$ cat src/sv/cbf_pkg.sv
// shared types and constants of the counting bloom filter
`default_nettype none
package cbf_pkg;

	localparam int HASH_W      = 64;
	localparam int OP_W        = 2;
	localparam int CNT_W       = 8;
	localparam int SPILL_CNT_W = 16;
	localparam int HB_W        = 7;
	localparam int CB_W        = 4;
	localparam int OUT_NZ_W    = 11;
	localparam int OUT_W       = 16;
	localparam int CFG_IDX_W   = 1;
	localparam int HB_MAX      = 64;
	localparam int CB_MAX      = 8;

	localparam logic [CFG_IDX_W-1:0] CFG_HASH_BITS    = 1'd0;
	localparam logic [CFG_IDX_W-1:0] CFG_COUNTER_BITS = 1'd1;

	typedef enum logic [OP_W-1:0] {
		OP_ADD = 2'd0,
		OP_DEL = 2'd1,
		OP_CHK = 2'd2,
		OP_NOP = 2'd3
	} op_t;

	typedef enum logic [10:0] {
		ST_IDLE  = 11'b000_0000_0001,
		ST_CLEAR = 11'b000_0000_0010,
		ST_RD    = 11'b000_0000_0100,
		ST_CHK   = 11'b000_0000_1000,
		ST_MOD   = 11'b000_0001_0000,
		ST_PRD   = 11'b000_0010_0000,
		ST_PCHK  = 11'b000_0100_0000,
		ST_BRD   = 11'b000_1000_0000,
		ST_BCHK  = 11'b001_0000_0000,
		ST_BEND  = 11'b010_0000_0000,
		ST_DONE  = 11'b100_0000_0000
	} state_t;

	typedef struct packed {
		logic ld_item;
		logic clr_wr;
		logic next_slice;
		logic cap_val;
		logic val_hold;
		logic cnt_inc;
		logic cnt_dec;
		logic miss;
		logic mod_start;
		logic probe_start;
		logic probe_next;
		logic sp_new;
		logic sp_inc;
		logic sp_dec;
		logic set_full;
		logic shift_start;
		logic shift_move;
		logic shift_next;
		logic shift_end;
		logic out_load;
	} cmd_t;

	typedef struct packed {
		logic clr_last;
		logic slice_ok;
		op_t  op;
		logic cnt_zero;
		logic cnt_at_max;
		logic mod_done;
		logic ent_empty;
		logic ent_match;
		logic ent_one;
		logic probe_last;
		logic do_move;
		logic out_busy;
	} status_t;

endpackage
`default_nettype wire

$ cat src/sv/cbf_ctrl.sv
// controller: sequences slices, overflow probing and backward-shift deletion
`default_nettype none
module cbf_ctrl (
	input  wire logic             clk,
	input  wire logic             arst_n,
	input  wire logic             s_tvalid,
	output logic                  s_tready,
	input  wire cbf_pkg::status_t sts,
	output cbf_pkg::cmd_t         cmd
);
	import cbf_pkg::*;

	state_t state_q;
	state_t state_nx;

	always_ff @(posedge clk or negedge arst_n) begin
		if (!arst_n) begin
			state_q <= ST_CLEAR;
		end else begin
			state_q <= state_nx;
		end
	end

	assign s_tready = (state_q == ST_IDLE);

	always_comb begin
		state_nx = state_q;
		cmd      = '0;
		unique case (state_q)
			ST_CLEAR: begin
				cmd.clr_wr = 1'b1;
				if (sts.clr_last) begin
					state_nx = ST_IDLE;
				end
			end
			ST_IDLE: begin
				if (s_tvalid) begin
					cmd.ld_item = 1'b1;
					state_nx    = ST_RD;
				end
			end
			ST_RD: begin
				if (!sts.slice_ok || sts.op == OP_NOP) begin
					state_nx = ST_DONE;
				end else begin
					state_nx = ST_CHK;
				end
			end
			ST_CHK: begin
				cmd.cap_val = 1'b1;
				state_nx    = ST_RD;
				case (sts.op)
					OP_ADD: begin
						if (!sts.cnt_at_max) begin
							cmd.cnt_inc    = 1'b1;
							cmd.next_slice = 1'b1;
						end else begin
							cmd.mod_start = 1'b1;
							state_nx      = ST_MOD;
						end
					end
					OP_DEL: begin
						if (sts.cnt_zero) begin
							cmd.next_slice = 1'b1;
						end else if (!sts.cnt_at_max) begin
							cmd.cnt_dec    = 1'b1;
							cmd.next_slice = 1'b1;
						end else begin
							cmd.mod_start = 1'b1;
							state_nx      = ST_MOD;
						end
					end
					OP_CHK: begin
						cmd.miss       = sts.cnt_zero;
						cmd.next_slice = 1'b1;
					end
					default: cmd.next_slice = 1'b1;
				endcase
			end
			ST_MOD: begin
				if (sts.mod_done) begin
					cmd.probe_start = 1'b1;
					state_nx        = ST_PRD;
				end
			end
			ST_PRD: state_nx = ST_PCHK;
			ST_PCHK: begin
				state_nx = ST_RD;
				if (sts.op == OP_ADD) begin
					if (sts.ent_empty) begin
						cmd.sp_new     = 1'b1;
						cmd.next_slice = 1'b1;
					end else if (sts.ent_match) begin
						cmd.sp_inc     = 1'b1;
						cmd.next_slice = 1'b1;
					end else if (sts.probe_last) begin
						cmd.set_full   = 1'b1;
						cmd.next_slice = 1'b1;
					end else begin
						cmd.probe_next = 1'b1;
						state_nx       = ST_PRD;
					end
				end else begin
					// not in the table: the counter itself goes down
					if (sts.ent_empty || (!sts.ent_match && sts.probe_last)) begin
						cmd.val_hold   = 1'b1;
						cmd.cnt_dec    = 1'b1;
						cmd.next_slice = 1'b1;
					end else if (sts.ent_match && !sts.ent_one) begin
						cmd.sp_dec     = 1'b1;
						cmd.next_slice = 1'b1;
					end else if (sts.ent_match) begin
						cmd.shift_start = 1'b1;
						state_nx        = ST_BRD;
					end else begin
						cmd.probe_next = 1'b1;
						state_nx       = ST_PRD;
					end
				end
			end
			ST_BRD: state_nx = ST_BCHK;
			ST_BCHK: begin
				if (sts.ent_empty) begin
					state_nx = ST_BEND;
				end else begin
					cmd.shift_move = sts.do_move;
					if (sts.probe_last) begin
						state_nx = ST_BEND;
					end else begin
						cmd.shift_next = 1'b1;
						state_nx       = ST_BRD;
					end
				end
			end
			ST_BEND: begin
				cmd.shift_end  = 1'b1;
				cmd.next_slice = 1'b1;
				state_nx       = ST_RD;
			end
			ST_DONE: begin
				if (!sts.out_busy) begin
					cmd.out_load = 1'b1;
					state_nx     = ST_IDLE;
				end
			end
			default: state_nx = ST_IDLE;
		endcase
	end

endmodule
`default_nettype wire

$ cat config.mk
export PLATFORM = sky130hd
export DESIGN_NAME = cbf_ctrl
export DESIGN_NICKNAME = d
export VERILOG_FILES = /design/src/sv/cbf_pkg.sv /design/src/sv/cbf_ctrl.sv
export SDC_FILE = /design/constraint.sdc
export NUM_CORES = 1
export LEC_CHECK = 0
export ABC_AREA = 1
export BUFFER_PORTS_ARGS = -buffer_cell sky130_fd_sc_hd__buf_2
export CAP_MARGIN = 10
export CELL_PAD_IN_SITES_DETAIL_PLACEMENT = 2
export CELL_PAD_IN_SITES_GLOBAL_PLACEMENT = 2
export CORE_ASPECT_RATIO = 1.2
export CORE_UTILIZATION = 26
export DETAILED_ROUTE_END_ITERATION = 8
export GPL_TIMING_DRIVEN = 0
export PLACE_DENSITY = 0.87
export SYNTH_ARGS = -nofsm -noshare
export SYNTH_HDL_FRONTEND = slang
export SYNTH_SLANG_ARGS = --single-unit
$ cat constraint.sdc
create_clock -name clk -period 2.98 [get_ports clk]
set_input_delay 0.298 -clock clk [delete_from_list [all_inputs] [get_ports clk]]
set_output_delay 0.298 -clock clk [all_outputs]
set_load 0.05 [all_outputs]
==> results.json <==
{
  "met2_usage_pct": 38.7,
  "grt_pass1_vias": 1243,
  "routed_wl_mm": 3.36,
  "synth_nets": 161,
  "grt.overflow.total": 0,
  "num_vias": 1106,
  "critical_path_class": "flip-flop to primary output",
  "die_h_um": 67.6,
  "p_leak_nw": 0.746,
  "post-route-min-period_ns": 2.15,
  "ys_ff_latch": 11,
  "grt_pass1_wl_mm": 5.65,
  "path_clk_slew_ns": 0.05,
  "top_register": "state_q",
  "placed_cell_area_um2": 1160,
  "rsz0062_at_grt": "false",
  "postLayoutCellArea_um2": 1210,
  "finalHoldViolCount": 0,
  "initial_core_util_pct": 27.5,
  "power_density_nw_per_um2": 567,
  "reg_top3": "state_q: 11 flops",
  "fin_cells": 223,
  "grt_max_degree": 12,
  "vdd_drop_max_v": 0.000138,
  "clk_latency_ns": 0.24,
  "synth_cell_types": 24,
  "io_buffers": 36,
  "synth.avg_cell_area_um2": 6.43,
  "final_common_cell": "buf_2",
  "seq_area_frac_synth_pct": 29.7,
  "fin_crit_sh_pct": 72.0,
  "dieArea_um2": 3830,
  "power_mw": 0.688,
  "cts_tree": "yes",
  "root_buffer": "clkbuf_8",
  "crit_required_ns": 2.68,
  "cts_buffer_depth": 2,
  "power_switching_mw": 0.328,
  "diodes": 0,
  "endpoint_kind": "primary output",
  "max_slew_margin_pct": 78.8,
  "grt_usage_pct": 19.5,
  "postSynthCellCount": 145,
  "hold_path_class": "input pin to flip-flop",
  "outcome": "finished, violations left",
  "slew_violations": 0,
  "combPwrFrac_pct": 51.6,
  "setup_viol": 0,
  "cts_max_level": 1,
  "swShare_pct": 47.7,
  "via_per_inst": 4.96,
  "power_frac_clock_pct": 22.6,
  "numCtsBuffers": 3,
  "cts_sinks": 11,
  "skew_ns": 0.00109,
  "rows": 23,
  "syn-cell-area_um2": 932,
  "setup_tns_ns": 0,
  "drcViolationCount": 2,
  "p_int_mw": 0.360,
  "worst_slack_ns": 0.833,
  "holdWs_ns": 0.302,
  "seqPwrFrac_pct": 25.9,
  "dpl_worst_slack_ns": 1.09,
  "final_util_pct": 35.7,
  "antenna_found_initial": 0,
  "nets": 203,
  "met3_usage_pct": 1.53,
  "ioPinCount": 37,
  "yosysWarnings": 0,
  "largest_reg_flops": 11,
  "cap_violations": 0,
  "drive_gt1_share_pct": 32.8,
  "wl_per_cell_um": 15.0,
  "place_congestion": 0.751,
  "dieWidth_um": 56.7,
  "drtPass1Iterations": 6,
  "placed_cells": 218,
  "worst_slew_pin_slew_ns": 0.316,
  "arrival_ns": 1.85,
  "crit_path_start_kind": "flip-flop",
  "met1_usage_pct": 20.4,
  "top_usage_layer": "met2",
  "max_freq_mhz": 466,
  "final_cell_mix": "buf_2, inv_1, nand2_1, nor2_1",
  "postCtsSetupBuffers": 0,
  "drt-initial-drc-count": 15,
  "cp_max_fo": 5,
  "fp.coreArea_um2": 3400,
  "ant_nets": 0,
  "dp_hpwl_mm": 2.86,
  "area_growth_pct": 30.2,
  "violations": "DRC"
}
-- critical path, stage by stage, from the launching register on --
cell	delay, ns
dfrtp_1	0.39
inv_1	0.10
nand2_1	0.09
nor3_1	0.27
nand2_2	0.15
inv_1	0.13
nand3_1	0.10
o31ai_1	0.08
buf_2	0.30
-- cell families after synthesis --
family | after synthesis | synth area share (%)
AND/OR/NAND/NOR | 93 | 51.4
buffers and inverters | 30 | 12.1
flip-flops | 11 | 29.7
AO/OA/AOI/OAI | 11 | 6.85
-- power by group through the flow --
stage	Sequential [mW]	Combinational, mW	Clock, mW
detailed placement	0.181	0.353	0
floorplan	0.177	0.267	0
finish	0.178	0.355	0.155
CTS	0.178	0.361	0.158
global placement	0.178	0.334	0
global route	0.181	0.395	0.161
-- what timing repair did --
item,4_1_cts,5_1_grt
endpoints found under the hold margin,10,0
resized for setup,0,0
setup endpoints to repair,0,0
hold buffers,1,0
-- cell usage after synthesis, drive strengths merged --
cell type | instances | area, µm²
o211ai | 2 | 15.0
nand3 | 11 | 67.6
dfstp | 1 | 26.3
a21oi | 2 | 10.0
nor3 | 10 | 50.1
o21ai | 5 | 25.0
o31ai | 1 | 7.51
and3 | 1 | 6.26
nand2 | 35 | 161
nor2 | 30 | 154
inv | 30 | 113
dfrtp | 10 | 250
nor4 | 3 | 18.8
nand3b | 2 | 15.0
nand4 | 1 | 6.26
o22ai | 1 | 6.26
-- routing by layer --
layer / part of all wire, % / vias to the layer above
li1: - / 538
met1: 39 / 522
met5: 0 / -
met3: 3.4 / 9
met2: 55 / 37
met4: 3.1 / 0
-- final cells by class --
type | count | area (µm²)
repair buffers | 37 | 190
fillers | 423 | 2180
flip-flops and latches | 11 | 277
well taps | 37 | 46.3
clock buffers | 4 | 45.0
multi-input cells | 104 | 543
inverters | 30 | 113
-- final timing paths --
kind / startpoint / endpoint / slack (ns) / cells after the start
setup / recovery: state_q[4] / cmd[13] / 0.83 / 8
hold / removal: sts[2] / state_q[7] / 0.30 / 2
setup reg to reg: state_q[0] / state_q[2] / 1.44 / 8
hold reg to reg: state_q[7] / state_q[8] / 0.62 / 2
max in group asynchronous: arst_n / state_q[1] / 2.21 / 2
min in group asynchronous: arst_n / state_q[0] / 0.50 / 2
Power figures use the tool's default switching activity.
